**src/rtl/ata_pkg.sv**
```systemverilog
// ----------------------------------------------------------------------------
// ata_pkg
// Shared widths, constants and the arctangent table of the tilt angle block.
// ----------------------------------------------------------------------------
package ata_pkg;

	localparam int SAMPLE_W = 13;
	localparam int ANGLE_W  = 11;
	localparam int FRAC     = 18;
	localparam int STEPS    = 32;
	localparam int ATAN_W   = 50;
	localparam int SCALE_LO = 30;
	localparam int RECIP_SH = 40;

	localparam logic [63:0] PI_E15   = 64'd3141592653589793;
	localparam logic [63:0] HALF_PI  = 64'd1570796326794896;
	localparam logic [63:0] Q_E15    = 64'd1000000000000000;
	localparam logic [10:0] ANG_MAX  = 11'd900;
	localparam logic [10:0] DEG_SCALE = 11'd1800;
	localparam logic [19:0] PI_RECIP = 20'((128'd1 << (SCALE_LO + RECIP_SH)) / 128'(PI_E15));

	typedef logic signed [SAMPLE_W-1:0] sample_t;
	typedef logic signed [ANGLE_W-1:0]  angle_t;
	typedef logic [ATAN_W-1:0]          atan_t;
	typedef atan_t                      atan_tab_t [STEPS];

	function automatic atan_tab_t build_atan();
		atan_tab_t   t;
		logic [63:0] v;
		t[0]  = ATAN_W'(64'd785398163397448);
		t[1]  = ATAN_W'(64'd463647609000806);
		t[2]  = ATAN_W'(64'd244978663126864);
		t[3]  = ATAN_W'(64'd124354994546761);
		t[4]  = ATAN_W'(64'd62418809995957);
		t[5]  = ATAN_W'(64'd31239833430268);
		t[6]  = ATAN_W'(64'd15623728620477);
		t[7]  = ATAN_W'(64'd7812341060101);
		t[8]  = ATAN_W'(64'd3906230131967);
		t[9]  = ATAN_W'(64'd1953122516479);
		t[10] = ATAN_W'(64'd976562189559);
		for (int i = 11; i < STEPS; i++) begin
			v = Q_E15 >> i;
			if (3 * i < 60) begin
				v = v - ((Q_E15 >> (3 * i)) / 3);
			end
			t[i] = ATAN_W'(v);
		end
		return t;
	endfunction

	localparam atan_tab_t ATAN_TAB = build_atan();

endpackage

```
**src/rtl/ata_in_if.sv**
```systemverilog
// ----------------------------------------------------------------------------
// ata_in_if
// Sample channel: one three-axis accelerometer sample per transfer.
// ----------------------------------------------------------------------------
interface ata_in_if;
	logic                 valid;
	logic                 ready;
	ata_pkg::sample_t     sample_x;
	ata_pkg::sample_t     sample_y;
	ata_pkg::sample_t     sample_z;

	modport source (output valid, sample_x, sample_y, sample_z, input ready);
	modport sink   (input valid, sample_x, sample_y, sample_z, output ready);
endinterface

```
**src/rtl/ata_out_if.sv**
```systemverilog
// ----------------------------------------------------------------------------
// ata_out_if
// Angle channel: roll, pitch and yaw in tenths of a degree per transfer.
// ----------------------------------------------------------------------------
interface ata_out_if;
	logic                 valid;
	logic                 ready;
	ata_pkg::angle_t      roll_tenths;
	ata_pkg::angle_t      pitch_tenths;
	ata_pkg::angle_t      yaw_tenths;

	modport source (output valid, roll_tenths, pitch_tenths, yaw_tenths, input ready);
	modport sink   (input valid, roll_tenths, pitch_tenths, yaw_tenths, output ready);
endinterface

```
**src/rtl/accel_tilt_angles.sv**
```systemverilog
// ----------------------------------------------------------------------------
// accel_tilt_angles
// Block-averaged accelerometer samples to roll, pitch and yaw angles using
// a shared reciprocal multiply, square root, CORDIC and scaling step.
// ----------------------------------------------------------------------------
// Non-final sample of a block: summed in idle, next sample taken the following cycle.
// Final sample: input not ready while the block averages and squares the axes and
// runs the 32-step root and CORDIC loops once per angle, then loads the result; an angle
// with a zero numerator or denominator skips CORDIC and scaling.
// The result register frees the input side while a result waits.
// Reset clears the sums, block count, sequencer and output valid.
// ----------------------------------------------------------------------------
module accel_tilt_angles #(
	parameter int SAMPLES_AVERAGED = 8
) (
	input  logic      clk,
	input  logic      arst_n,
	ata_in_if.sink    sample,
	ata_out_if.source angle
);
	import ata_pkg::*;

	localparam int LN  = $clog2(SAMPLES_AVERAGED);
	localparam int CW  = (LN > 0) ? LN : 1;
	localparam int SW  = SAMPLE_W + LN;
	localparam int KSH = SW + LN;
	localparam logic [SW:0] AVG_RECIP = (SW+1)'(((64'd1 << KSH) +
		64'(SAMPLES_AVERAGED) - 64'd1) / 64'(SAMPLES_AVERAGED));

	localparam logic [3:0] S_IDLE  = 4'd0;
	localparam logic [3:0] S_AVG   = 4'd1;
	localparam logic [3:0] S_SQ    = 4'd2;
	localparam logic [3:0] S_PREP  = 4'd3;
	localparam logic [3:0] S_ROOT  = 4'd4;
	localparam logic [3:0] S_SEL   = 4'd5;
	localparam logic [3:0] S_CORD  = 4'd6;
	localparam logic [3:0] S_SCALE = 4'd7;
	localparam logic [3:0] S_DIV   = 4'd8;
	localparam logic [3:0] S_FIN   = 4'd9;
	localparam logic [3:0] S_OUT   = 4'd10;

	function automatic logic signed [35:0] sshr(input logic signed [35:0] v,
		input logic [4:0] s);
		logic [35:0] m;
		m = v[35] ? 36'(-v) : 36'(v);
		m = m >> s;
		return v[35] ? -$signed(m) : $signed(m);
	endfunction

	logic [3:0]             state_q;
	logic [5:0]             cnt_q;
	logic [CW-1:0]          blk_q;
	logic signed [SW-1:0]   acc_q [3];
	logic [SW-1:0]          dvd_q [3];
	logic                   sgn_q [3];
	logic [12:0]            mag_q [3];
	logic                   neg_q [3];
	logic [25:0]            sq_q [3];
	logic [1:0]             ang_q;
	logic [63:0]            rv_q;
	logic [63:0]            rres_q;
	logic [63:0]            bit_q;
	logic signed [35:0]     x_q;
	logic signed [35:0]     y_q;
	logic signed [52:0]     z_q;
	logic [63:0]            p_q;
	logic [10:0]            q_q;
	angle_t                 res_q [3];
	logic                   ov_q;
	angle_t                 roll_q;
	angle_t                 pitch_q;
	angle_t                 yaw_q;

	sample_t                smp [3];
	logic signed [SW-1:0]   new_sum [3];
	logic [2*SW:0]          avg_prod;
	logic [1:0]             lin_i;
	logic [26:0]            sq_all;
	logic [25:0]            sq_sel;
	logic [63:0]            trial;
	logic [63:0]            lm;
	logic [63:0]            num;
	logic [63:0]            den;
	logic                   on_top;
	logic signed [35:0]     xs;
	logic signed [35:0]     ys;
	logic signed [52:0]     atan_v;
	logic [53:0]            qe_prod;
	logic [63:0]            pis;
	logic [51:0]            zc;
	logic [10:0]            tq;
	logic                   take;

	assign smp[0] = sample.sample_x;
	assign smp[1] = sample.sample_y;
	assign smp[2] = sample.sample_z;

	always_comb begin
		for (int k = 0; k < 3; k++) begin
			new_sum[k] = acc_q[k] + SW'(smp[k]);
		end
	end

	always_comb begin
		case (ang_q)
			2'd0:    lin_i = 2'd1;
			2'd1:    lin_i = 2'd0;
			default: lin_i = 2'd2;
		endcase
	end

	assign avg_prod = (2*SW+1)'(dvd_q[cnt_q[1:0]]) * (2*SW+1)'(AVG_RECIP);
	assign sq_all  = 27'(sq_q[0]) + 27'(sq_q[1]) + 27'(sq_q[2]);
	assign sq_sel  = 26'(sq_all - 27'(sq_q[lin_i]));
	assign trial   = rres_q + bit_q;
	assign lm      = 64'(mag_q[lin_i]) << FRAC;
	assign on_top  = ang_q != 2'd2;
	assign num     = on_top ? lm : rres_q;
	assign den     = on_top ? rres_q : lm;
	assign xs      = sshr(x_q, cnt_q[4:0]);
	assign ys      = sshr(y_q, cnt_q[4:0]);
	assign atan_v  = 53'(ATAN_TAB[cnt_q[4:0]]);
	assign qe_prod = 54'(p_q >> SCALE_LO) * 54'(PI_RECIP);
	assign pis     = (64'(q_q) + 64'd1) * PI_E15;
	assign zc      = z_q[52] ? 52'd0 : 52'(z_q);
	assign tq      = (q_q > ANG_MAX) ? ANG_MAX : q_q;
	assign take    = sample.valid && sample.ready;

	assign sample.ready       = state_q == S_IDLE;
	assign angle.valid        = ov_q;
	assign angle.roll_tenths  = roll_q;
	assign angle.pitch_tenths = pitch_q;
	assign angle.yaw_tenths   = yaw_q;

	always_ff @(posedge clk or negedge arst_n) begin
		if (!arst_n) begin
			state_q <= S_IDLE;
			cnt_q   <= '0;
			blk_q   <= '0;
			ang_q   <= '0;
			ov_q    <= 1'b0;
			for (int k = 0; k < 3; k++) begin
				acc_q[k] <= '0;
			end
		end else begin
			if (ov_q && angle.ready && state_q != S_OUT) begin
				ov_q <= 1'b0;
			end
			case (state_q)
				S_IDLE: begin
					if (take) begin
						if (blk_q == CW'(SAMPLES_AVERAGED - 1)) begin
							blk_q <= '0;
							cnt_q <= '0;
							for (int k = 0; k < 3; k++) begin
								acc_q[k] <= '0;
								sgn_q[k] <= new_sum[k][SW-1];
								dvd_q[k] <= new_sum[k][SW-1] ? SW'(-new_sum[k])
									: SW'(new_sum[k]);
							end
							state_q <= S_AVG;
						end else begin
							blk_q <= blk_q + 1'b1;
							for (int k = 0; k < 3; k++) begin
								acc_q[k] <= new_sum[k];
							end
						end
					end
				end
				S_AVG: begin
					dvd_q[cnt_q[1:0]] <= SW'(avg_prod >> KSH);
					if (cnt_q == 6'd2) begin
						cnt_q   <= '0;
						state_q <= S_SQ;
					end else begin
						cnt_q <= cnt_q + 1'b1;
					end
				end
				S_SQ: begin
					if (cnt_q == 6'd0) begin
						for (int k = 0; k < 3; k++) begin
							mag_q[k] <= dvd_q[k][12:0];
							neg_q[k] <= sgn_q[k] && (dvd_q[k] != '0);
						end
					end
					sq_q[cnt_q[1:0]] <= 26'(dvd_q[cnt_q[1:0]][12:0]) *
						26'(dvd_q[cnt_q[1:0]][12:0]);
					if (cnt_q == 6'd2) begin
						ang_q   <= '0;
						state_q <= S_PREP;
					end else begin
						cnt_q <= cnt_q + 1'b1;
					end
				end
				S_PREP: begin
					rv_q    <= {2'b00, sq_sel, 36'd0};
					rres_q  <= '0;
					bit_q   <= 64'd1 << 62;
					cnt_q   <= '0;
					state_q <= S_ROOT;
				end
				S_ROOT: begin
					if (rv_q >= trial) begin
						rv_q   <= rv_q - trial;
						rres_q <= (rres_q >> 1) + bit_q;
					end else begin
						rres_q <= rres_q >> 1;
					end
					bit_q <= bit_q >> 2;
					if (cnt_q == 6'(STEPS - 1)) begin
						state_q <= S_SEL;
					end else begin
						cnt_q <= cnt_q + 1'b1;
					end
				end
				S_SEL: begin
					cnt_q <= '0;
					x_q   <= 36'(den);
					y_q   <= 36'(num);
					z_q   <= '0;
					if (num == '0) begin
						q_q     <= '0;
						state_q <= S_FIN;
					end else if (den == '0) begin
						q_q     <= ANG_MAX;
						state_q <= S_FIN;
					end else begin
						state_q <= S_CORD;
					end
				end
				S_CORD: begin
					if (!y_q[35]) begin
						x_q <= x_q + ys;
						y_q <= y_q - xs;
						z_q <= z_q + atan_v;
					end else begin
						x_q <= x_q - ys;
						y_q <= y_q + xs;
						z_q <= z_q - atan_v;
					end
					if (cnt_q == 6'(STEPS - 1)) begin
						state_q <= S_SCALE;
					end else begin
						cnt_q <= cnt_q + 1'b1;
					end
				end
				S_SCALE: begin
					p_q     <= 64'(zc) * 64'(DEG_SCALE) + HALF_PI;
					q_q     <= '0;
					cnt_q   <= '0;
					state_q <= S_DIV;
				end
				S_DIV: begin
					if (cnt_q == 6'd0) begin
						q_q   <= 11'(qe_prod >> RECIP_SH);
						cnt_q <= 6'd1;
					end else begin
						if (p_q >= pis) begin
							q_q <= q_q + 1'b1;
						end
						state_q <= S_FIN;
					end
				end
				S_FIN: begin
					res_q[ang_q] <= neg_q[lin_i] ? -$signed(tq) : $signed(tq);
					if (ang_q == 2'd2) begin
						state_q <= S_OUT;
					end else begin
						ang_q   <= ang_q + 1'b1;
						state_q <= S_PREP;
					end
				end
				S_OUT: begin
					if (!ov_q || angle.ready) begin
						roll_q  <= res_q[0];
						pitch_q <= res_q[1];
						yaw_q   <= res_q[2];
						ov_q    <= 1'b1;
						state_q <= S_IDLE;
					end
				end
				default: begin
					state_q <= S_IDLE;
				end
			endcase
		end
	end

	a_busy_not_ready: assert property (@(posedge clk) disable iff (!arst_n)
		(state_q != S_IDLE) |-> !sample.ready)
		else $error("sample channel ready while busy");

	a_valid_from_seq: assert property (@(posedge clk) disable iff (!arst_n)
		$rose(angle.valid) |-> ($past(state_q) == S_OUT))
		else $error("result valid raised outside the output step");

	a_roll_range: assert property (@(posedge clk) disable iff (!arst_n)
		angle.valid |-> (angle.roll_tenths <= 11'sd900 && angle.roll_tenths >= -11'sd900
			&& angle.yaw_tenths <= 11'sd900 && angle.yaw_tenths >= -11'sd900))
		else $error("angle out of range");

	a_cordic_bound: assert property (@(posedge clk) disable iff (!arst_n)
		(state_q == S_CORD || state_q == S_ROOT) |-> (cnt_q < 6'(STEPS)))
		else $error("iteration count overrun");

endmodule

```
**src/flat_wrapper.sv**
```systemverilog
// flat-port wrapper written by rule: the top's interface ports become plain ports
module accel_tilt_angles_flat import ata_pkg::*;
#(
	parameter int SAMPLES_AVERAGED = 8
)
  (clk, arst_n, sample_valid, sample_sample_x, sample_sample_y, sample_sample_z, sample_ready, angle_valid, angle_roll_tenths, angle_pitch_tenths, angle_yaw_tenths, angle_ready);
  ata_in_if sample_i ();
  ata_out_if angle_i ();
  input  logic clk;
  input  logic arst_n;
  input wire logic [$bits(sample_i.valid)-1:0] sample_valid;
  input wire logic [$bits(sample_i.sample_x)-1:0] sample_sample_x;
  input wire logic [$bits(sample_i.sample_y)-1:0] sample_sample_y;
  input wire logic [$bits(sample_i.sample_z)-1:0] sample_sample_z;
  output wire logic [$bits(sample_i.ready)-1:0] sample_ready;
  output wire logic [$bits(angle_i.valid)-1:0] angle_valid;
  output wire logic [$bits(angle_i.roll_tenths)-1:0] angle_roll_tenths;
  output wire logic [$bits(angle_i.pitch_tenths)-1:0] angle_pitch_tenths;
  output wire logic [$bits(angle_i.yaw_tenths)-1:0] angle_yaw_tenths;
  input wire logic [$bits(angle_i.ready)-1:0] angle_ready;
  assign sample_i.valid = sample_valid;
  assign sample_i.sample_x = sample_sample_x;
  assign sample_i.sample_y = sample_sample_y;
  assign sample_i.sample_z = sample_sample_z;
  assign sample_ready = sample_i.ready;
  assign angle_valid = angle_i.valid;
  assign angle_roll_tenths = angle_i.roll_tenths;
  assign angle_pitch_tenths = angle_i.pitch_tenths;
  assign angle_yaw_tenths = angle_i.yaw_tenths;
  assign angle_i.ready = angle_ready;
  accel_tilt_angles #(.SAMPLES_AVERAGED(SAMPLES_AVERAGED)) u_core (.clk(clk), .arst_n(arst_n), .sample(sample_i), .angle(angle_i));
endmodule
```
**config.mk**
```make
export PLATFORM = sky130hd
export DESIGN_NAME = accel_tilt_angles_flat
export DESIGN_NICKNAME = d
export VERILOG_FILES = /design/src/rtl/ata_pkg.sv /design/src/rtl/ata_in_if.sv /design/src/rtl/ata_out_if.sv /design/src/rtl/accel_tilt_angles.sv /design/src/flat_wrapper.sv
export SDC_FILE = /design/constraint.sdc
export NUM_CORES = 2
export LEC_CHECK = 0
export ABC_CLOCK_PERIOD_IN_PS = 11500
export BUFFER_PORTS_ARGS = -buffer_cell sky130_fd_sc_hd__buf_2
export CAP_MARGIN = 20
export CORE_MARGIN = 5
export CORE_UTILIZATION = 60
export DETAILED_ROUTE_END_ITERATION = 16
export PLACE_DENSITY = 0.76
export SLEW_MARGIN = 40
export SYNTH_ARGS = -nofsm -noshare
export SYNTH_HDL_FRONTEND = slang
export SYNTH_SLANG_ARGS = --single-unit
```
**constraint.sdc**
```tcl
create_clock -name clk -period 11.5 [get_ports clk]
set_input_delay 3.45 -clock clk [delete_from_list [all_inputs] [get_ports clk]]
set_output_delay 3.45 -clock clk [all_outputs]
set_load 0.1 [all_outputs]
```
======== Word-level counts from Yosys, hierarchy flattened ========
Memories as Yosys holds them, arrays and structs flattened. A register that Yosys moved wholly into a read port is not among the register bits.
Cells that the tools add are included.
cells by class
  add/subtract/negate cells ............... 29
  multiply operators ...................... 4
  div/mod/pow operators ................... 0
  order comparisons ....................... 4
  eq/ne operators ......................... 32
  shifts and indexed selects .............. 2
  multiplexer cells ....................... 74
  bitwise logic cells ..................... 1
  reduce and logical (&&, ||, !) cells .... 39
operator list
  kind                                                  count
  case mux 64 bit (2 select lines)                      3
  2-to-1 mux 64 bit                                     4
  2-to-1 mux 36 bit                                     6
  negator 36 bit                                        4
  case mux 36 bit (2 select lines)                      2
  greater-or-equal comparator 64 bit                    2
  zero test 64 bit                                      2
  case mux 53 bit (2 select lines)                      1
  2-to-1 mux 50 bit                                     2
  adder 36 bit                                          2
  >> shifter 36 x 5 -> 36 bit                           2
  subtractor 36 bit                                     2
  2-to-1 mux 11 bit                                     6
  adder 63 x 51 -> 64 bit (second input constant)       1
  adder 63 x 64 -> 64 bit                               1
  adder 64 bit                                          1
  multiplier 64 x 52 -> 64 bit (second input constant)  1
  2-to-1 mux 16 bit                                     4
  subtractor 64 bit                                     1
  multiplier 52 x 8 -> 60 bit (second input constant)   1
  adder 53 x 51 -> 53 bit                               1
  2-to-1 mux 53 bit                                     1
  subtractor 53 x 51 -> 53 bit                          1
  adder 26 bit                                          2
  other kinds (56)                                      132
word-level totals
  flip-flop bits (word level) ............. 456
  latch bits .............................. 0
  memory bits (writable) .................. 204
  bits in read-only memories .............. 1600
  input bits .............................. 43
  output and inout port bits .............. 35
  word-level logic and storage cells ...... 208
  memories kept ........................... 7
memory list
  memory            depth  width  rd ports  clocked after Yosys merged registers in  write ports  RTL line                  RTL
  (name not given)  32     50     1         0                                        0            accel_tilt_angles.sv:122  assign atan_v = 53'(ATAN_TAB[cnt_q[4:0]]);
  u_core.sq_q       3      26     4         0                                        1            accel_tilt_angles.sv:58   logic [25:0] sq_q [3];
  u_core.dvd_q      3      16     4         0                                        3            accel_tilt_angles.sv:54   logic [SW-1:0] dvd_q [3];
  u_core.mag_q      3      13     1         0                                        3            accel_tilt_angles.sv:56   logic [12:0] mag_q [3];
  u_core.res_q      3      11     3         3                                        1            accel_tilt_angles.sv:68   angle_t res_q [3];
  u_core.neg_q      3      1      1         0                                        3            accel_tilt_angles.sv:57   logic neg_q [3];
  +1 memories       --     --     --        --                                       --           --

======== Logic depth before layout (Yosys ltp) ========
  depth after elaboration ................. 8
  gate-level depth with buffers ........... 45
  gate-level depth less buffers ........... 44

======== Worst setup path before layout ========
OpenSTA, ideal clock, no wires.
  kind .................................... input to register
  start point ............................. input port arst_n
  end point ............................... register u_core.rv_q[0], enable pin
  setup time .............................. 427 ps
  arrival time ............................ 12315 ps
  data required time ...................... 11073 ps
  slack ................................... -1242 ps
  cell stages on the path ................. 2
  path buffers ............................ 0
  cells stage by stage .................... nor3b_1 -> o21a_1
on the way
  word-level cells in the longest chain between the ends .. 1
RTL lines
  what                           RTL line                  RTL
  start, declared                flat_wrapper.sv:10        input logic arst_n;
  AND reduction 3 bit (no line)  --
  end signal, assigned           accel_tilt_angles.sv:196  rv_q <= {2'b00, sq_sel, 36'd0};
  end signal, assigned           accel_tilt_angles.sv:204  rv_q <= rv_q - trial;
  end, declared                  accel_tilt_angles.sv:60   logic [63:0] rv_q;
Every way passes these cells.
A chain may end at the register's enable or synchronous reset.

======== Worst setup path in the final report ========
  start point ............................. register u_core.q_q[0]
  end point ............................... register u_core.q_q[6], enable pin
on the way
  word-level cells in the longest chain between the ends .. 5
RTL lines
  what                                      RTL line                  RTL
  start, declared                           accel_tilt_angles.sv:67   logic [10:0] q_q;
  start signal, assigned                    accel_tilt_angles.sv:255  q_q <= 11'(qe_prod >> RECIP_SH);
  start signal, assigned                    accel_tilt_angles.sv:259  q_q <= q_q + 1'b1;
  adder 11 x 1 -> 12 bit                    accel_tilt_angles.sv:124  assign pis = (64'(q_q) + 64'd1) * PI_E15;
  multiplier 64 x 52 -> 64 bit              accel_tilt_angles.sv:124
  greater-or-equal comparator 64 bit        accel_tilt_angles.sv:258  if (p_q >= pis) begin
  inequality test 3 x 1 -> 1 bit (no line)  --
  AND reduction 4 bit (no line)             --
Every way passes these cells.

==> flow_results.org <==
** Synthesis
- Syn Inst Count :: 10000
- Number of synthesis warnings :: 0
- Counting distinct cell types in the post-synthesis netlist gives 115.
- Combined area of all synthesized cells :: 90100 µm²
- Post-Synthesis Net Count :: 11800
- Post-synthesis sequential area ratio :: 0.218
- In this run, synthesis inferred 595 flip-flops with an integrated enable.
- Register bit count reported by yosys :: 668
- Among all flip-flop cells after synthesis, the most frequent one is edfxtp_1.
- For this run, asynchronously set or reset flops after synthesis account for 0.0958.
- Avg Synthesized Cell Area :: 8.97 µm²

** Setup path
- STA classifies the critical path startpoint as a register.
- Crit path arrival time :: 11.05 ns
- The worst register-to-register path has a setup slack of 0.79 ns.
- Largest fanout on the critical path :: 11
- On the critical path, the stage with the largest delay is an instance of xnor2_1.
- In this run the worst setup path begins at u_core.q_q[0]$_DFFE_PP_.
- CP Class :: register to register
- STA classifies the critical path endpoint as a register.
- Counting cells, the worst reg-to-reg path comes to 37.
- In this design, the stage delay of the slowest critical-path cell is 0.67 ns.
- Worst path most repeated cell :: a21oi_1
- Data on the critical path is required at its endpoint by 11.84 ns.
- FF-to-FF End :: u_core.q_q[6]$_DFFE_PP_
- Critical register-to-register path startpoint :: u_core.q_q[0]$_DFFE_PP_
- Crit path to :: u_core.q_q[6]$_DFFE_PP_

** Cells and area
- Counting the fill cells in the layout gives 12600.
- The top cell types in the final layout, fill and taps aside, are 1252 x inv_1, 1034 x ha_1, 762 x nor2_1.
- Area delta synth->final :: 5.87%
- At the end of the flow, the number of nets in the layout was 11700.
- The library cell used most frequently in the layout, excluding fill and tap cells, is inv_1.
- In the final layout, the share of cells above drive strength 1 is 0.0568.

** Floorplanning
- For this design the top-level I/O count stands at 78.
- X dimension of the die :: 398 µm
- Placement Rows :: 142
- The core region is 150000 µm².
- Initial Utilization :: 0.602
- In this run the vertical extent of the chip is 398 µm.
- Die Outline Area :: 158000 µm²

** STA
- At the pin with the least slew margin, the transition time is 1.02 ns.
- In the final timing run, aggregate negative setup slack is 0 ns.
- Final setup violation count :: 0
- Post-route setup slack :: 0.786 ns
- The final-report max-slew violation count is 0.
- The number of hold violations in the final report was 0.
- Slew Limit Headroom :: 0.314
- Max Clock Skew :: 0.0419 ns
- Timing would allow up to 93.3 MHz.
- Post-route clock period utilization :: 0.932
- For the finished layout, the period the worst path requires is 10.71 ns.
- Setup repair after global routing left no endpoint under its margin.

** Global route
- Initial antenna violation count :: 7
- Maximum number of pins on one net before global-route repair :: 96
- Met3 Track Usage GR :: 0.0555
- The first global-routing pass estimated 435 mm of wire.
- Met2 track utilization from global routing :: 0.585
- In the global route stage, met1 resource usage came out at 0.440.
- Vias in the first global route :: 75900
- Top Usage Layer GRT :: met2
- Final global-route overflow total :: 0
- For this run, the total global-route usage over all layers was measured as 0.350.

** Clocking
- Post-cts hold buffer count :: 0
- The tree is rooted in a clkbuf_16.
- Buffer levels on the longest clock path :: 3
- Setup Fix Bufs, Post-CTS :: 0
- Resized cells post-CTS :: 0
- Clock tree from TritonCTS :: built
- Number of clock buffers inserted by TritonCTS :: 79
- Clk sink count :: 668
- At the later pin of the worst-skew pair, clock insertion delay measures 0.73 ns.
- After clock tree synthesis, the clock-pin slew on the worst setup and hold paths is 0.06 ns.
- The H-tree generated during clock tree synthesis spans 3 levels.

** Status
- The flow ran to the end, and the final reports show no timing, DRC or antenna violations.

** Routing
- In this run, the number of DRC markers left after iteration 0 of detailed routing was 7754.
- Dividing the detail-routed wire length by the instance count gives 23.4 µm.
- Post-route DRC violation count :: 0
- Vias after detailed routing :: 76200
- Dividing the detail-routed via count by the number of cells gives 6.35.
- Remaining number of nets flagged by the antenna check after routing :: 0
- The routed design has 280 mm of wire.
- Router iterations before antenna repair :: 8

** Flow run
- The tool flagged a number of max-cap violations equal to 0.

** Power
- Worst voltage drop across the vdd grid :: 0.000450 V
- Total power divided by cell area :: 297 nW/µm²
- Pleak :: 42.0 nW
- Overall power :: 28.4 mW

** Place
- Setup Slack @ Placement :: 0.796 ns
- Port buffering added 77 buffers.
- Routability-driven placement congestion ratio :: 1.03
- Placed wire-length estimate after detailed placement :: 223 mm

** Min path
- Worst Hold Class :: register to register
## metal layers
| metal | vias to the layer above | wire (µm) |
|---|---|---|
| li1 | 35300 | - |
| met1 | 36800 | 110000 |
| met2 | 3318 | 132000 |
| met3 | 769 | 21200 |
| met4 | 6 | 17800 |
| met5 | - | 39 |
## how the worst min path moves through the flow
stage | start | end | slack, ns | cells past startpoint
final | u_core.res_q[0][9]$_DFFE_PP_ | angle_roll_tenths[9]$_DFFE_PP_ | 0.41 | 0
after global routing | u_core.res_q[0][9]$_DFFE_PP_ | angle_roll_tenths[9]$_DFFE_PP_ | 0.42 | 0
after CTS | u_core.res_q[0][9]$_DFFE_PP_ | angle_roll_tenths[9]$_DFFE_PP_ | 0.41 | 0
after detailed placement | u_core.res_q[1][10]$_DFFE_PP_ | angle_pitch_tenths[10]$_DFFE_PP_ | 0.40 | 0
after global placement | u_core.res_q[2][4]$_DFFE_PP_ | angle_yaw_tenths[4]$_DFFE_PP_ | 0.40 | 0
after floorplan | u_core.res_q[1][0]$_DFFE_PP_ | angle_pitch_tenths[0]$_DFFE_PP_ | 0.40 | 0
## sequential cells by signal (all words and copies together) (netlist names), 11 cells and up
name	flops
angle_pitch_tenths	11
angle_roll_tenths	11
angle_yaw_tenths	11
u_core.acc_q	48
u_core.bit_q	32
u_core.dvd_q	61
u_core.mag_q	39
u_core.p_q	61
u_core.q_q	11
u_core.res_q	33
u_core.rres_q	64
u_core.rv_q	64
u_core.sq_q	75
u_core.x_q	36
u_core.y_q	36
u_core.z_q	53
## final cells by class
type | count | area, µm² | share of cell area
inverters | 1260 | 4730 | 0.0496
well taps | 2016 | 2520 | 0.0264
clock inverters | 48 | 611 | 0.00640
multi-input cells | 7707 | 64300 | 0.674
diodes | 1 | 2.50 | 0.0000262
repair buffers | 208 | 1400 | 0.0147
clock buffers | 98 | 2140 | 0.0224
flip-flops and latches | 668 | 19700 | 0.206
## synthesized netlist by cell type, types with 27 or more instances
library cell  count  share of area
a21oi_1         585          0.032
nor3_1          231          0.013
buf_1            53         0.0022
mux2i_1         136          0.015
inv_1          1257          0.052
nor4_1           71         0.0049
a211oi_1        118         0.0098
nand4_1         100         0.0069
nand3_1         221          0.012
edfxtp_1        595           0.20
or3_1            75         0.0052
nand2_1         667          0.028
and2_1           69         0.0048
dfrtp_1          64          0.018
a21o_1          179          0.015
a31o_2           28         0.0027
o22ai_1          64         0.0044
o21bai_1         95         0.0079
a22o_1           50         0.0049
nor3b_1          27         0.0022
xor2_1          307          0.030
o211ai_1         63         0.0052
clkbuf_1        306          0.013
o21ai_0         475          0.026
o31ai_1          87         0.0072
nand2b_1         94         0.0065
nor2_1          770          0.032
nor2b_1          92         0.0064
a31oi_1         133         0.0092
mux2_2           33         0.0041
xnor2_1         448          0.044
o21a_1           65         0.0054
fa_1            678           0.15
o311ai_0         27         0.0026
ha_1           1037           0.14
a211o_1          27         0.0026
or4_1            28         0.0023
and3_1          110         0.0076
or2_2            38         0.0026
## report_power, final
group          internal [mW]  total, mW  switching, mW
logic                   8.57       21.2           12.6
clock network           1.52       2.70           1.18
registers               4.03       4.48          0.452
total                   14.1       28.4           14.2
## per-stage QoR
step | util | area (µm²) | cells | hold slack [ns]
after detailed placement | 0.619 | 92600 | 11900 | 0.405
after floorplan | - | 90100 | 10000 | 0.400
after global placement | 0.618 | 92500 | 11900 | 0.401
final | 0.638 | 95400 | 12000 | 0.413
after CTS | 0.637 | 95300 | 12000 | 0.413
after global routing | 0.638 | 95400 | 12000 | 0.420
## worst max-delay path: cells and delay by family (launching register included)
kind                     cells  cell delay [ns]
AO/OA/AOI/OAI               19             4.33
XOR/XNOR                     2             0.85
adder cells (fa/ha/maj)      8             3.56
buffers and inverters        2             0.11
flip-flops                   1             0.66
AND/OR/NAND/NOR              6             0.81
## cells by family after synthesis
group / synth area share
AO/OA/AOI/OAI: 0.172
other: 0.0000416
flip-flops: 0.218
adder cells (fa/ha/maj): 0.295
AND/OR/NAND/NOR: 0.145
XOR/XNOR: 0.0736
buffers and inverters: 0.0707
multiplexers: 0.0255
Note: power is estimated with default switching activity, not from simulation.
